**src/smap_pkg.sv**
```systemverilog
`default_nettype none

package smap_pkg;

    // Table geometry
    localparam int TABLE_ENTRIES = 64;
    localparam int KEY_BITS      = 12;
    localparam int ADDRESS_BITS  = 12;

    localparam int IDX_W = $clog2(TABLE_ENTRIES);
    localparam int CNT_W = $clog2(TABLE_ENTRIES + 1);

    // Field widths on the stream ports
    localparam int MODE_W        = 2;
    localparam int NAME_KEY_W    = 13;
    localparam int CODE_ADDR_W   = 12;
    localparam int ENTRY_INDEX_W = 6;
    localparam int STATUS_W      = 3;
    localparam int FOUND_W       = 12;
    localparam int STORED_W      = 12;
    localparam int COUNT_W       = 7;

    localparam int S_FIELDS_W = MODE_W + NAME_KEY_W + CODE_ADDR_W + ENTRY_INDEX_W;
    localparam int M_FIELDS_W = STATUS_W + FOUND_W + STORED_W + COUNT_W;
    localparam int S_TDATA_W  = ((S_FIELDS_W + 7) / 8) * 8;
    localparam int M_TDATA_W  = ((M_FIELDS_W + 7) / 8) * 8;

    // Width compare for index range checks
    localparam int CMP_W = (CNT_W > ENTRY_INDEX_W) ? CNT_W : ENTRY_INDEX_W;

    // Data returned by a selected cell (key or address), plus hit flag on top
    localparam int DATA_W = (KEY_BITS > ADDRESS_BITS) ? KEY_BITS : ADDRESS_BITS;

    // Reduction grouping
    localparam int GROUP_SIZE  = 8;
    localparam int NUM_GROUPS  = (TABLE_ENTRIES + GROUP_SIZE - 1) / GROUP_SIZE;
    localparam int PAD_ENTRIES = NUM_GROUPS * GROUP_SIZE;

    // Bits of the raw name key that may be set for a valid key (sign bit never)
    localparam logic [NAME_KEY_W-1:0] KEY_LIMIT_MASK =
        (KEY_BITS >= NAME_KEY_W - 1) ? {1'b0, {(NAME_KEY_W-1){1'b1}}}
                                     : NAME_KEY_W'((1 << KEY_BITS) - 1);

    // Operation codes
    localparam logic [MODE_W-1:0] MODE_INSERT     = 2'd0;
    localparam logic [MODE_W-1:0] MODE_LOOKUP     = 2'd1;
    localparam logic [MODE_W-1:0] MODE_READ_INDEX = 2'd2;

    // Result status codes
    localparam logic [STATUS_W-1:0] STAT_ADDED       = 3'd0;
    localparam logic [STATUS_W-1:0] STAT_OVERWRITTEN = 3'd1;
    localparam logic [STATUS_W-1:0] STAT_FULL        = 3'd2;
    localparam logic [STATUS_W-1:0] STAT_HIT         = 3'd3;
    localparam logic [STATUS_W-1:0] STAT_MISS        = 3'd4;
    localparam logic [STATUS_W-1:0] STAT_BAD         = 3'd5;

    // Sequencer states
    typedef enum logic [1:0] {
        S_IDLE,
        S_CMP,
        S_GRP,
        S_RES
    } state_t;

    // Hit flag in the top bit, selected data below
    typedef logic [DATA_W:0] hit_val_t;

    // Contents of one table entry, handed from cell to cell on append
    typedef struct packed {
        logic                    valid;
        logic [KEY_BITS-1:0]     key;
        logic [ADDRESS_BITS-1:0] addr;
    } entry_t;

    // Broadcast control from the sequencer to every cell
    typedef struct packed {
        logic                    cmp_en;
        logic                    by_index;
        logic [KEY_BITS-1:0]     key;
        logic [IDX_W-1:0]        pos;
        logic                    shift;
        logic                    update;
        logic [ADDRESS_BITS-1:0] addr;
    } cell_ctrl_t;

endpackage

`default_nettype wire

```
**src/smap_cell.sv**
```systemverilog
`default_nettype none

module smap_cell (
    input  wire logic                           aclk,
    input  wire logic                           aresetn,
    input  wire smap_pkg::cell_ctrl_t           ctrl,
    input  wire logic [smap_pkg::IDX_W-1:0]     my_pos,
    input  wire smap_pkg::entry_t               prev_entry,
    output smap_pkg::entry_t                    this_entry,
    output smap_pkg::hit_val_t                  hit_val
);

    logic                              valid_reg;
    logic                              sel_reg;
    logic [smap_pkg::KEY_BITS-1:0]     key_reg;
    logic [smap_pkg::ADDRESS_BITS-1:0] addr_reg;
    logic                              match;

    // Compare this entry against the broadcast key or position
    always_comb begin
        if (ctrl.by_index) begin
            match = valid_reg && (ctrl.pos == my_pos);
        end else begin
            match = valid_reg && (ctrl.key == key_reg);
        end
    end

    // Hold the valid flag and the match result
    always_ff @(posedge aclk) begin
        if (!aresetn) begin
            valid_reg <= 1'b0;
            sel_reg   <= 1'b0;
        end else begin
            if (ctrl.shift) begin
                valid_reg <= prev_entry.valid;
            end
            if (ctrl.cmp_en) begin
                sel_reg <= match;
            end
        end
    end

    // Take the neighbour's entry on append, or overwrite the address on a match
    always_ff @(posedge aclk) begin
        if (ctrl.shift) begin
            key_reg  <= prev_entry.key;
            addr_reg <= prev_entry.addr;
        end else if (ctrl.update && sel_reg) begin
            addr_reg <= ctrl.addr;
        end
    end

    assign this_entry.valid = valid_reg;
    assign this_entry.key   = key_reg;
    assign this_entry.addr  = addr_reg;

    // Drive the selected data onto the reduction, zero when not selected
    always_comb begin
        if (!sel_reg) begin
            hit_val = '0;
        end else if (ctrl.by_index) begin
            hit_val = {1'b1, smap_pkg::DATA_W'(key_reg)};
        end else begin
            hit_val = {1'b1, smap_pkg::DATA_W'(addr_reg)};
        end
    end

endmodule

`default_nettype wire

```
**src/smap_group.sv**
```systemverilog
`default_nettype none

module smap_group (
    input  wire logic               aclk,
    input  wire smap_pkg::hit_val_t vals [smap_pkg::GROUP_SIZE],
    output smap_pkg::hit_val_t      group_reg
);

    smap_pkg::hit_val_t group_next;

    // OR the group; at most one cell in the table is selected
    always_comb begin
        group_next = '0;
        for (int i = 0; i < smap_pkg::GROUP_SIZE; i++) begin
            group_next = group_next | vals[i];
        end
    end

    always_ff @(posedge aclk) begin
        group_reg <= group_next;
    end

endmodule

`default_nettype wire

```
**src/symbol_to_address_map_core.sv**
```systemverilog
// An input word passes the request, cell match, group and result registers on its way to m_axis.
// Each word walks compare, group reduce and resolve before the next input word is accepted.
// The result register lets the next input word be accepted while a result waits.
// Reset clears the entry count and every cell's valid flag at once; entry contents
// stay undefined until written, and no clearing pass is needed.
`default_nettype none

module symbol_to_address_map_core (
    input  wire logic                            aclk,
    input  wire logic                            aresetn,
    input  wire logic                            s_axis_tvalid,
    output logic                                 s_axis_tready,
    // mode[1:0], name_key[14:2], code_address[26:15], entry_index[32:27], zero pad
    input  wire logic [smap_pkg::S_TDATA_W-1:0]  s_axis_tdata,
    output logic                                 m_axis_tvalid,
    input  wire logic                            m_axis_tready,
    // status[2:0], found_address[14:3], stored_key[26:15], entry_count[33:27], zero pad
    output logic [smap_pkg::M_TDATA_W-1:0]       m_axis_tdata
);

    localparam int K_LO = smap_pkg::MODE_W;
    localparam int A_LO = K_LO + smap_pkg::NAME_KEY_W;
    localparam int I_LO = A_LO + smap_pkg::CODE_ADDR_W;

    smap_pkg::state_t state_reg, state_next;

    // Request registers
    logic [smap_pkg::MODE_W-1:0]        mode_reg;
    logic [smap_pkg::NAME_KEY_W-1:0]    name_key_reg;
    logic [smap_pkg::CODE_ADDR_W-1:0]   code_addr_reg;
    logic [smap_pkg::ENTRY_INDEX_W-1:0] entry_idx_reg;

    logic [smap_pkg::CNT_W-1:0] count_reg, count_next;

    logic                            m_valid_reg, m_valid_next;
    logic [smap_pkg::M_TDATA_W-1:0]  m_data_reg, m_data_next;

    smap_pkg::cell_ctrl_t ctrl;
    smap_pkg::entry_t     chain [smap_pkg::TABLE_ENTRIES+1];
    smap_pkg::hit_val_t   cell_vals [smap_pkg::PAD_ENTRIES];
    smap_pkg::hit_val_t   group_vals [smap_pkg::NUM_GROUPS];
    smap_pkg::hit_val_t   final_val;

    logic                                key_ok;
    logic                                idx_ok;
    logic                                table_full;
    logic [smap_pkg::CNT_W-1:0]          pos_wide;
    logic                                out_free;
    logic                                fire;
    logic                                do_append;
    logic                                do_update;
    logic [smap_pkg::STATUS_W-1:0]       status;
    logic [smap_pkg::FOUND_W-1:0]        found_address;
    logic [smap_pkg::STORED_W-1:0]       stored_key;
    logic [smap_pkg::CNT_W-1:0]          count_after;

    // Capture the request word
    always_ff @(posedge aclk) begin
        if (s_axis_tvalid && s_axis_tready) begin
            mode_reg      <= s_axis_tdata[smap_pkg::MODE_W-1:0];
            name_key_reg  <= s_axis_tdata[A_LO-1:K_LO];
            code_addr_reg <= s_axis_tdata[I_LO-1:A_LO];
            entry_idx_reg <= s_axis_tdata[I_LO+smap_pkg::ENTRY_INDEX_W-1:I_LO];
        end
    end

    // Request qualifiers
    assign key_ok     = (name_key_reg & ~smap_pkg::KEY_LIMIT_MASK) == '0;
    assign idx_ok     = smap_pkg::CMP_W'(entry_idx_reg) < smap_pkg::CMP_W'(count_reg);
    assign pos_wide   = count_reg - smap_pkg::CNT_W'(1) - smap_pkg::CNT_W'(entry_idx_reg);
    assign table_full = chain[smap_pkg::TABLE_ENTRIES].valid;
    assign out_free   = !m_valid_reg || m_axis_tready;

    // Broadcast control to the cells
    always_comb begin
        ctrl.cmp_en   = (state_reg == smap_pkg::S_CMP);
        ctrl.by_index = (mode_reg == smap_pkg::MODE_READ_INDEX);
        ctrl.key      = smap_pkg::KEY_BITS'(name_key_reg);
        ctrl.pos      = pos_wide[smap_pkg::IDX_W-1:0];
        ctrl.shift    = do_append;
        ctrl.update   = do_update;
        ctrl.addr     = smap_pkg::ADDRESS_BITS'(code_addr_reg);
    end

    // New entries enter at the head of the chain
    assign chain[0].valid = 1'b1;
    assign chain[0].key   = ctrl.key;
    assign chain[0].addr  = ctrl.addr;

    // Row of entry cells; cell p holds entry index count-1-p
    for (genvar p = 0; p < smap_pkg::TABLE_ENTRIES; p++) begin : g_cell
        smap_cell u_cell (
            .aclk       (aclk),
            .aresetn    (aresetn),
            .ctrl       (ctrl),
            .my_pos     (smap_pkg::IDX_W'(p)),
            .prev_entry (chain[p]),
            .this_entry (chain[p+1]),
            .hit_val    (cell_vals[p])
        );
    end

    for (genvar p = smap_pkg::TABLE_ENTRIES; p < smap_pkg::PAD_ENTRIES; p++) begin : g_pad
        assign cell_vals[p] = '0;
    end

    // First reduction level, registered per group
    for (genvar g = 0; g < smap_pkg::NUM_GROUPS; g++) begin : g_group
        smap_group u_group (
            .aclk      (aclk),
            .vals      (cell_vals[g*smap_pkg::GROUP_SIZE +: smap_pkg::GROUP_SIZE]),
            .group_reg (group_vals[g])
        );
    end

    // Final reduction over the groups
    always_comb begin
        final_val = '0;
        for (int g = 0; g < smap_pkg::NUM_GROUPS; g++) begin
            final_val = final_val | group_vals[g];
        end
    end

    // Next state
    always_comb begin
        state_next = state_reg;
        case (state_reg)
            smap_pkg::S_IDLE: begin
                if (s_axis_tvalid) begin
                    state_next = smap_pkg::S_CMP;
                end
            end
            smap_pkg::S_CMP: state_next = smap_pkg::S_GRP;
            smap_pkg::S_GRP: state_next = smap_pkg::S_RES;
            smap_pkg::S_RES: begin
                if (out_free) begin
                    state_next = smap_pkg::S_IDLE;
                end
            end
            default: state_next = smap_pkg::S_IDLE;
        endcase
    end

    // Resolve the operation from the reduced hit
    always_comb begin
        status        = smap_pkg::STAT_BAD;
        found_address = '0;
        stored_key    = '0;
        do_append     = 1'b0;
        do_update     = 1'b0;
        fire          = (state_reg == smap_pkg::S_RES) && out_free;
        s_axis_tready = (state_reg == smap_pkg::S_IDLE);
        case (mode_reg)
            smap_pkg::MODE_INSERT: begin
                if (key_ok) begin
                    if (final_val[smap_pkg::DATA_W]) begin
                        status    = smap_pkg::STAT_OVERWRITTEN;
                        do_update = fire;
                    end else if (table_full) begin
                        status = smap_pkg::STAT_FULL;
                    end else begin
                        status    = smap_pkg::STAT_ADDED;
                        do_append = fire;
                    end
                end
            end
            smap_pkg::MODE_LOOKUP: begin
                status = smap_pkg::STAT_MISS;
                if (key_ok && final_val[smap_pkg::DATA_W]) begin
                    status        = smap_pkg::STAT_HIT;
                    found_address = smap_pkg::FOUND_W'(
                        final_val[smap_pkg::ADDRESS_BITS-1:0]);
                end
            end
            smap_pkg::MODE_READ_INDEX: begin
                if (idx_ok) begin
                    status     = smap_pkg::STAT_HIT;
                    stored_key = smap_pkg::STORED_W'(final_val[smap_pkg::KEY_BITS-1:0]);
                end
            end
            default: status = smap_pkg::STAT_BAD;
        endcase
    end

    // Count and result word
    always_comb begin
        count_after = do_append ? count_reg + smap_pkg::CNT_W'(1) : count_reg;
        count_next  = count_after;
        m_data_next = m_data_reg;
        if (fire) begin
            m_data_next = smap_pkg::M_TDATA_W'({smap_pkg::COUNT_W'(count_after),
                                               stored_key, found_address, status});
        end
        if (fire) begin
            m_valid_next = 1'b1;
        end else if (m_axis_tready) begin
            m_valid_next = 1'b0;
        end else begin
            m_valid_next = m_valid_reg;
        end
    end

    always_ff @(posedge aclk) begin
        if (!aresetn) begin
            state_reg   <= smap_pkg::S_IDLE;
            count_reg   <= '0;
            m_valid_reg <= 1'b0;
        end else begin
            state_reg   <= state_next;
            count_reg   <= count_next;
            m_valid_reg <= m_valid_next;
        end
    end

    always_ff @(posedge aclk) begin
        m_data_reg <= m_data_next;
    end

    assign m_axis_tvalid = m_valid_reg;
    assign m_axis_tdata  = m_data_reg;

endmodule

`default_nettype wire

```
**config.mk**
```make
export PLATFORM = sky130hd
export DESIGN_NAME = symbol_to_address_map_core
export DESIGN_NICKNAME = d
export VERILOG_FILES = /design/src/smap_pkg.sv /design/src/smap_cell.sv /design/src/smap_group.sv /design/src/symbol_to_address_map_core.sv
export SDC_FILE = /design/constraint.sdc
export NUM_CORES = 2
export LEC_CHECK = 0
export BUFFER_PORTS_ARGS = -buffer_cell sky130_fd_sc_hd__buf_2
export CAP_MARGIN = 20
export CORE_MARGIN = 2
export CORE_UTILIZATION = 67
export CTS_BUF_LIST = sky130_fd_sc_hd__clkbuf_4 sky130_fd_sc_hd__clkbuf_8 sky130_fd_sc_hd__clkbuf_16
export CTS_CLUSTER_DIAMETER = 150
export DETAILED_ROUTE_END_ITERATION = 7
export GPL_TIMING_DRIVEN = 1
export PLACE_DENSITY_LB_ADDON = 0.05
export SYNTH_ARGS = -nofsm -noshare
export SYNTH_HDL_FRONTEND = slang
export SYNTH_SLANG_ARGS = --single-unit
```
**constraint.sdc**
```tcl
create_clock -name aclk -period 128.5 [get_ports aclk]
set_input_delay 25.7 -clock aclk [delete_from_list [all_inputs] [get_ports aclk]]
set_output_delay 25.7 -clock aclk [all_outputs]
set_load 0.05 [all_outputs]
```
# --- Word-level counts from Yosys, hierarchy flattened ---
# Cells that the tools add are included.
op_classes:
  magnitude_cmp: 1
  n_mux: 339
  bitwise_logic: 63
  n_reduce_logical: 269
  addsub: 3
  eq_ne: 134
ops:
  columns: ["operator", "count"]
  rows:
  - ["two-way mux 12 bit", 192]
  - ["two-way mux 13 bit", 64]
  - ["OR 13 bit", 63]
  - ["== test 12 bit", 64]
  - ["logical AND 1 bit", 195]
  - ["== test 6 bit, second input constant", 32]
  - ["nonzero test 2 bit", 65]
  - ["== test 6 x 5 -> 1 bit, second input constant", 16]
  - ["two-way mux 1 bit", 73]
  - ["== test 6 x 4 -> 1 bit, second input constant", 8]
  - ["== test 6 x 3 -> 1 bit, second input constant", 4]
  - ["zero test 13 bit", 1]
  - ["== test 6 x 2 -> 1 bit, second input constant", 2]
  - ["two-way mux 3 bit", 3]
  - ["case mux 3 bit (3 select lines)", 1]
  - ["two-way mux 2 bit", 4]
  - ["case mux 2 bit (4 select lines)", 1]
  - ["adder 7 x 1 -> 7 bit, second input constant", 1]
  - ["less-than comparator 6 x 7 -> 1 bit", 1]
  - ["two-way mux 7 bit", 1]
  - ["== test 2 bit, second input constant", 3]
  - ["== test 6 x 1 -> 1 bit, second input constant", 1]
  - ["zero test 6 bit", 1]
  - ["AND reduction 2 bit", 3]
  - ["other kinds (7)", 10]
word_totals:
  word_cells: 1083
  out_inout_bits: 42
  inputBits: 44
  regBits: 1845

# --- Logic depth before layout (Yosys ltp) ---
logic_depth:
  depth_word: 13
  depth_mapped: 10
  mapped_depth_nobuf: 9

# --- Hierarchy ---
# From an unflattened synthesis, not the netlist that was laid out.
hier_totals:
  cells_unflattened: 7091
  area_unflattened_um2: 95648.0
modules_own_cells:
  columns: ["module", "seq_area_each_um2", "instances", "cells_each", "area_each_um2"]
  rows:
  - ["smap_cell", 760.7, 64, 100, 1381.3]
  - ["smap_group", 260.2, 8, 52, 471.7]
  - ["symbol_to_address_map_core", 2212.1, 1, 275, 3469.6]

# --- Least setup slack after synthesis ---
# Ideal clock, no wire load.
synth_path:
  path_type: "input to register"
  start: "input m_axis_tready"
  end: "register m_data_reg, in the netlist m_axis_tdata[33] (data pin)"
  required_ns: 128.132
  path_slack_ns: 43.292
  setup_ns: 0.368
  stages: 6
  arrival_ns: 84.840
  n_path_buf: 1
  cell_sequence: "nor2b_1 -> nand4bb_1 -> buf_2 -> nor3_1 -> nand4_1 -> xnor2_1"
synth_between:
  elab_chain_cells: 7
synth_rtl:
  columns: ["item", "line", "rtl"]
  rows:
  - ["start, declared", "symbol_to_address_map_core.sv:16", "input wire logic m_axis_tready,"]
  - ["logical OR 1 bit", "symbol_to_address_map_core.sv:72", "assign out_free = !m_valid_reg || m_axis_tready;"]
  - ["logical AND 1 bit", "symbol_to_address_map_core.sv:151", "fire = (state_reg == smap_pkg::S_RES) && out_free;"]
  - ["two-way mux 1 bit", "symbol_to_address_map_core.sv:159", "end else if (table_full) begin"]
  - ["two-way mux 1 bit", "symbol_to_address_map_core.sv:156", "if (final_val[smap_pkg::DATA_W]) begin"]
  - ["two-way mux 1 bit", "symbol_to_address_map_core.sv:155", "if (key_ok) begin"]
  - ["two-way mux 1 bit", "symbol_to_address_map_core.sv:153", "case (mode_reg)"]
  - ["net do_append", "symbol_to_address_map_core.sv:50", "logic do_append;"]
  - ["two-way mux 7 bit", "symbol_to_address_map_core.sv:187", "count_after = do_append ? count_reg + smap_pkg::CNT_W'(1) : count_reg;"]
  - ["net count_after (one bit)", "symbol_to_address_map_core.sv:55", "logic [smap_pkg::CNT_W-1:0] count_after;"]
  - ["end signal, assigned", "symbol_to_address_map_core.sv:216", "m_data_reg <= m_data_next;"]
  - ["end, declared", "symbol_to_address_map_core.sv:36", "logic [smap_pkg::M_TDATA_W-1:0] m_data_reg, m_data_next;"]
# The timed path passes the listed nets, and every way through them passes these cells.
# A chain may end at the register's enable or synchronous reset.

# --- Final worst setup path ---
layout_path:
  start: "input m_axis_tready"
  end: "register g_cell[3].u_cell.key_reg[1] (netlist name), enable pin"
layout_between:
  elab_chain_cells: 6
layout_rtl:
  columns: ["item", "line", "rtl"]
  rows:
  - ["logical OR 1 bit", "symbol_to_address_map_core.sv:72", null]
  - ["logical AND 1 bit", "symbol_to_address_map_core.sv:151", null]
  - ["two-way mux 1 bit", "symbol_to_address_map_core.sv:159", null]
  - ["two-way mux 1 bit", "symbol_to_address_map_core.sv:156", null]
  - ["two-way mux 1 bit", "symbol_to_address_map_core.sv:155", null]
  - ["two-way mux 1 bit", "symbol_to_address_map_core.sv:153", null]
  - ["net do_append", "symbol_to_address_map_core.sv:50", null]
  - ["end signal, assigned", "smap_cell.sv:46", "key_reg <= prev_entry.key;"]
  - ["end, declared", "smap_cell.sv:15", "logic [smap_pkg::KEY_BITS-1:0] key_reg;"]
# The timed path passes the listed nets, and every way through them passes these cells.

==> impl_metrics.tcl <==
set metrics [dict create \
    total_power_mw 1.58 \
    dp.cells 9842 \
    yosysWarnings 0 \
    regArea_sq_um 53000 \
    cts_tree "done" \
    crit_chain "buf_2, nor2b_1, nand4bb_1, nor3_2, buf_4, buf_12, buf_12, buf_4, buf_12" \
    rows 131 \
    final_common_cell "nand2_1" \
    yosysSeqAreaShare_pct 61.4 \
    status "finished, final reports clean" \
    drive_above_1_share_pct 6.41 \
    multi_input_area_sq_um 30800 \
    min_period_ns 30.73 \
    synth_area_leaders "edfxtp_1 (56%), nand2_1 (18%), dfxtp_1 (5.6%), xor2_1 (4.5%), xnor2_1 (3.4%)" \
    whs_ns 0.466 \
    required_ns 128.92 \
    remaining_drc_errors 0 \
    worstSetupPathType "in -> reg" \
    worstPathMaxFanout 175 \
    dieArea_sq_um 132000 \
    dpl.hpwl_microns 174000 \
    initial_core_util_pct 67.6 \
    drt_wl_total_microns 274000 \
    synth.cell_area_sq_um 86300 \
    path_common_cell "buf_12" \
    postCtsHoldBufs 0 \
    hp-class "reg -> reg" \
    cts.sinks 1845 \
    async_reset_ff_share_pct 0 \
    synth_top_area_cell "edfxtp_1" \
    grt_max_degree 199 \
    vias 65200 \
    postSynthAreaPerCell_sq_um 10.1 \
    crit_path_end_kind "flop" \
    postLayoutCellArea_sq_um 93700 \
    instances_no_fill 10200 \
    cts-resized-gates 0 \
    first_pass_iters 7 \
    grt_pass1_wl_microns 400000 \
    relSlewSlack_pct 15.0 \
    die_height_microns 363 \
    fin_worst_skew_ns 0.0376 \
    avgRoutedWirePerCell_microns 26.9 \
    die_w_microns 363 \
    first_global_vias 61600 \
    area_growth_syn_to_layout_pct 8.49 \
    h-tree-depth 4 \
    grt_setup_unrepaired "false" \
    synth_ff_type "edfxtp_1" \
    gp_congestion 0.952 \
    postPlaceCellArea_sq_um 87100 \
    grt_use_total_pct 41.3 \
    critPathMaxStageDelay_ns 0.97 \
    antenna_found_initial 10 \
    final_core_util_pct 73.4 \
    core-area_sq_um 128000 \
    synth_cell_types 65 \
    clk_latency_ns 0.84 \
    clk_path_buf_depth 3 \
    crit_buf_inv 6 \
    final.fill_count 9034 \
    irDropWorstVdd_v 0.0000278 \
    power_density_nw_per_um2 16.9 \
    synth_top_area_share_pct 55.8 \
    path_delay_family "buffers and inverters" \
    place_ws_ns 97.00 \
    finalSetupTns_ns 0 \
    cp-start-kind "primary input" \
    crit_slowest_cell "buf_4" \
    final_cell_mix "nand2_1 (4186), edfxtp_1 (1603), xor2_1 (443), a22oi_1 (384), xnor2_1 (335)" \
    fin_crit_sh_pct 23.9 \
    p_leak_nw 34.9 \
    nets 8428 \
    clk_pin_slew_worst_paths_ns 0.06 \
    drt_iter0_drc 10800 \
    cts_root_buffer "clkbuf_16" \
    drt-vias-per-instance 6.40 \
    synth_edf_count 1603 \
    route.antenna.remaining_nets 0 \
    drv_cap 0 \
    cts_setup_buffers 0 \
    syn-instance-count 8575 \
    cts_inserted_buffers 186 \
    timing.fmax_mhz 32.5 \
    worst_pin_slew_ns 1.28 \
    ys_seq_elements 1845 \
    overflow 0 \
    slew_violations 0 \
    setup_ws_ns 97.77 \
    port_buffers 72 \
    ioPinCount 86 \
    setup_viol 0 \
    hold_viol 0 \
    arrival_ns 31.15 \
]
==> cell families (layout without fill, tap and decap cells) <==
family	count (synthesis)	count (layout)	share of synthesized area, %
AO/OA/AOI/OAI	622	622	5.19
XOR/XNOR	778	778	7.89
adder cells (fa/ha/maj)	16	16	0.241
buffers and inverters	578	527	3.11
flip-flops	1845	1845	61.4
multiplexers	6	6	0.0696
other	1	8	0.00434
AND/OR/NAND/NOR	4729	4729	22.1
==> metal layers <==
layer	part of all wire [%]	vias to the layer above	track usage [%]
li1	-	28600	-
met1	37	31200	57.4
met2	44	4737	61.7
met3	13	679	8.67
met4	6.1	8	21.9
met5	0.024	-	0
==> Yosys cell counts (3+ instances only) <==
cell type / count
nand2_1: 4188
edfxtp_1: 1603
xor2_1: 443
a22oi_1: 384
xnor2_1: 335
clkbuf_1: 262
dfxtp_1: 242
buf_2: 204
nand4_1: 201
nor4_1: 140
a21oi_1: 98
buf_4: 66
nor2_1: 41
and2_1: 31
nor2b_1: 28
o31ai_1: 27
or4_1: 27
buf_1: 25
a41oi_1: 23
o21ai_0: 23
inv_1: 18
nor3_1: 18
nand3_1: 17
ha_1: 15
a41o_1: 14
nand2_4: 10
a211oi_1: 8
nand2b_1: 8
a31o_2: 6
mux2i_1: 6
o31a_1: 5
a21boi_0: 4
a311o_1: 4
a311oi_1: 4
a31o_1: 4
nor4_2: 4
o21ai_1: 4
nand3b_1: 3
==> worst min-delay path, stage by stage, from the launching register on <==
cell and delay, ns:
dfxtp_1 0.32, nand2_1 0.05, a21oi_1 0.05
==> where the power goes <==
| group | switching, mW | internal (mW) |
|---|---|---|
| sequential | 0.00890 | 0.680 |
| clock | 0.236 | 0.341 |
| combinational | 0.238 | 0.0795 |
| total | 0.483 | 1.10 |
==> path summary, 6_finish.rpt <==
check | from | to | slack [ns] | cells after the start
worst max-delay path | m_axis_tready | g_cell[3].u_cell.key_reg[1]$_DFFE_PP_ | 97.77 | 9
worst min-delay path | g_cell[20].u_cell.valid_reg$_SDFFE_PN0P_ | g_cell[20].u_cell.valid_reg$_SDFFE_PN0P_ | 0.47 | 2
worst max register to register | g_group[4].u_group.group_reg[12]$_DFF_P_ | g_cell[3].u_cell.key_reg[1]$_DFFE_PP_ | 121.89 | 8
worst min register to register | g_cell[20].u_cell.valid_reg$_SDFFE_PN0P_ | g_cell[20].u_cell.valid_reg$_SDFFE_PN0P_ | 0.47 | 2
==> cell type report <==
| class | count | area share [%] |
|---|---|---|
| tap | 1662 | 2.22 |
| clock buffer | 280 | 6.09 |
| antenna | 2 | 0.00534 |
| multi-input combinational | 6157 | 32.9 |
| sequential | 1845 | 56.6 |
| inverter | 19 | 0.0775 |
| clock inverter | 69 | 0.866 |
| timing repair buffer | 159 | 1.27 |
(Power assumes the default switching activity.)
